==> src/rtl/bpt_pkg.sv <==
`timescale 1ns / 1ps
package bpt_pkg;
  localparam int unsigned PARAM_ONE = 32768;
  localparam logic [4:0] DIV_RESET = 5'd7;
  localparam logic [1:0] BERN_SCALE = 2'd3;
  localparam logic OP_LOAD = 1'b0;
  localparam logic OP_STRIP = 1'b1;

  // Bernstein weights for one parameter, Q2.30
  typedef struct packed {
    logic [31:0] w0;
    logic [31:0] w1;
    logic [31:0] w2;
    logic [31:0] w3;
  } weights_t;
endpackage

==> src/rtl/bpt_mul.sv <==
`timescale 1ns / 1ps
module bpt_mul (
  input  logic               clk,
  input  logic signed [33:0] a,
  input  logic signed [33:0] b,
  output logic signed [63:0] p
);
  import bpt_pkg::*;
  always_ff @(posedge clk) begin
    p <= 64'(a * b);
  end
endmodule

==> config.mk <==
export PLATFORM = sky130hd
export DESIGN_NAME = bpt_mul
export DESIGN_NICKNAME = d
export VERILOG_FILES = /design/src/rtl/bpt_pkg.sv /design/src/rtl/bpt_mul.sv
export SDC_FILE = /design/constraint.sdc
export NUM_CORES = 2
export LEC_CHECK = 0
export CORE_MARGIN = 4
export CORE_UTILIZATION = 25
export DETAILED_ROUTE_END_ITERATION = 12
export DONT_BUFFER_PORTS = 1
export PLACE_DENSITY = 0.47
export SETUP_SLACK_MARGIN = 0.15
export SLEW_MARGIN = 20
export SYNTH_ARGS = -nofsm -noshare
export SYNTH_HDL_FRONTEND = slang
export SYNTH_SLANG_ARGS = --single-unit
==> constraint.sdc <==
create_clock -name clk -period 9.95 [get_ports clk]
set_input_delay 1.4925 -clock clk [delete_from_list [all_inputs] [get_ports clk]]
set_output_delay 1.4925 -clock clk [all_outputs]
set_load 0.005 [all_outputs]
==> flow_metrics.tcl <==
set metrics [dict create \
    status "complete, no violations" \
    cts_tree "yes" \
    via_per_inst 4.38 \
    area_growth_pct 5.79 \
    initial_core_util_pct 25.2 \
    end_kind "flop" \
    yosys.area.top_type_share_pct 58.0 \
    ioPinCount 133 \
    ys.flop_type "dfxtp_1" \
    synth-edff-count 0 \
    drtPass1Iterations 5 \
    place_congestion 0.858 \
    slew_headroom_pct 55.1 \
    synthCells 4366 \
    yosysTopAreaCell "fa_1" \
    die-area_mm2 0.171 \
    yosys_warnings 0 \
    grt_pass1_vias 31900 \
    ant_nets 0 \
    clk_pin_slew_ns 0.07 \
    critPathArrivalTime_ns 9.33 \
    ys_ff_latch 64 \
    die_h_um 414 \
    path_class "in -> reg" \
    cts.path.max_buffers 2 \
    num_vias 27800 \
    hold_viol 0 \
    gr-total-overflow 0 \
    ys_async_sr_fraction_pct 0 \
    hold_ws_ns 1.19 \
    num_rows 148 \
    worst_setup_path_start_kind "input port" \
    holdCritPathClass "in -> reg" \
    slowest_delay_ns 0.55 \
    layout-drive-gt1-share_pct 1.01 \
    crit_slowest_cell "fa_1" \
    cp_common_cell "fa_1" \
    yosys-top-cells-area "fa_1, inv_1, and2_1, ha_1, nand2_1" \
    crit_required_ns 10.27 \
    drv_cap 0 \
    fmax_mhz 111 \
    setup_viol 0 \
    grt_max_degree 36 \
    wl_per_cell_um 20.6 \
    core_mm2 0.163 \
    dpl.hpwl_um 97700 \
    reg.largest.list "p x64" \
    post_cts_resized 0 \
    h-tree-depth 3 \
    fin_tns_setup_ns 0 \
    port_buffers 0 \
    hold_buffers 0 \
    root_buffer "clkbuf_16" \
    tightestPinTransition_ns 0.668 \
    path_max_fanout 34 \
    antenna_found_initial 10 \
    top_register "p" \
    cts_setup_buffers 0 \
    rsz0062_at_grt "false" \
    dr.first_iter.drc_count 1549 \
    finalCriticalPeriod_ns 9.01 \
    routed_wl_um 131000 \
    ys_seq_area_share_pct 3.11 \
    drc 0 \
    cts.sinks 64 \
    fin_nets 5630 \
    largest_register_ffs 64 \
    slew_viol_final 0 \
    grt_pass1_wl_um 205000 \
    synth_nets 5826 \
    numCtsBuffers 9 \
    track_usage_pct 16.1 \
    yosysUniqueCellTypes 55 \
    synth.avg_cell_area_um2 9.43 \
    period_share_pct 90.5 \
    syn-cell-area_mm2 0.0412 \
    die_width_um 414 \
]
area by class of cell:
type                       instances  area, um^2
fill                           17600      120000
multi-input combinational       2925       34700
inverter                        1153        4330
tap                             2175        2720
sequential                        64        1280
clock buffer                      11         253
timing repair buffer              17         128
clock inverter                     5         103
antenna                            5        12.5
per-layer routing:
layer | routed length, um | vias to the layer above | GRT usage (%) | share of wire (%)
met1 | 56000 | 15000 | 21.8 | 43
met4 | 2860 | 2 | 3.69 | 2.2
met3 | 9620 | 111 | 3.23 | 7.3
met2 | 62500 | 868 | 26.6 | 48
met5 | 7 | - | 0 | 0.0053
li1 | - | 11900 | - | -
cells by family after synthesis:
family,count (synthesis),share of synthesized area (%)
mux,1,0.0274
flops,64,3.11
buf+inv,1377,12.6
compound gates,181,2.92
simple gates,1270,15.6
xor+xnor,82,1.75
fa+ha+maj,1391,64.0
final timing paths:
kind                   from  endpoint  slack, ns  cells past startpoint
worst max-delay path  a[25]     p[57]       0.94                     26
worst min-delay path   a[0]      p[0]       1.19                      1
cell usage after synthesis (7+ instances only):
| cell type | count |
|---|---|
| a211oi_1 | 7 |
| a21o_1 | 38 |
| a21oi_1 | 54 |
| a31oi_1 | 11 |
| and2_1 | 598 |
| and3_1 | 7 |
| clkbuf_1 | 220 |
| dfxtp_1 | 64 |
| fa_1 | 1192 |
| ha_1 | 199 |
| inv_1 | 1153 |
| nand2_1 | 559 |
| nand2b_1 | 16 |
| nand3_1 | 11 |
| nand4_1 | 7 |
| nor2_1 | 46 |
| nor3_1 | 9 |
| o21ai_0 | 27 |
| xnor2_1 | 58 |
| xor2_1 | 24 |
layout by cell type, fill, tap and decap left out, types with 6 or more instances in the layout:
| cell type | instances |
|---|---|
| a211oi_1 | 7 |
| fa_1 | 1192 |
| ha_1 | 199 |
| and3_1 | 7 |
| nand2b_1 | 16 |
| nand4_1 | 7 |
| nand2_1 | 559 |
| clkbuf_16 | 9 |
| and2_1 | 598 |
| inv_1 | 1153 |
| xnor2_1 | 58 |
| a31oi_1 | 11 |
| nor3_1 | 9 |
| a21oi_1 | 54 |
| nor2b_1 | 6 |
| o21bai_1 | 6 |
| o21ai_0 | 27 |
| dfxtp_1 | 64 |
| nand3_1 | 11 |
| xor2_1 | 24 |
| o21a_1 | 6 |
| nor2_1 | 46 |
| a21o_1 | 38 |
| buf_4 | 17 |
metrics by stage:
stage                     setup slack [ns]  instance area [um^2]  instances  utilization, %
after global routing                 0.732                 43500       6350            26.7
after global placement               0.488                 43200       6334            26.5
after CTS                             1.02                 43500       6350            26.7
after detailed placement             0.539                 43200       6334            26.5
final                                0.942                 43500       6355            26.7
after floorplan                       1.06                 41200       4366               -
critical path, delay by kind of cell:
family | cells | cell delay (ns)
fa+ha+maj | 9 | 4.44
xor+xnor | 1 | 0.15
simple gates | 5 | 1.35
buf+inv | 6 | 0.31
compound gates | 5 | 1.54
Power is not shown: default switching activity piles up to over one toggle a cycle in this logic, so the estimate is an artifact.
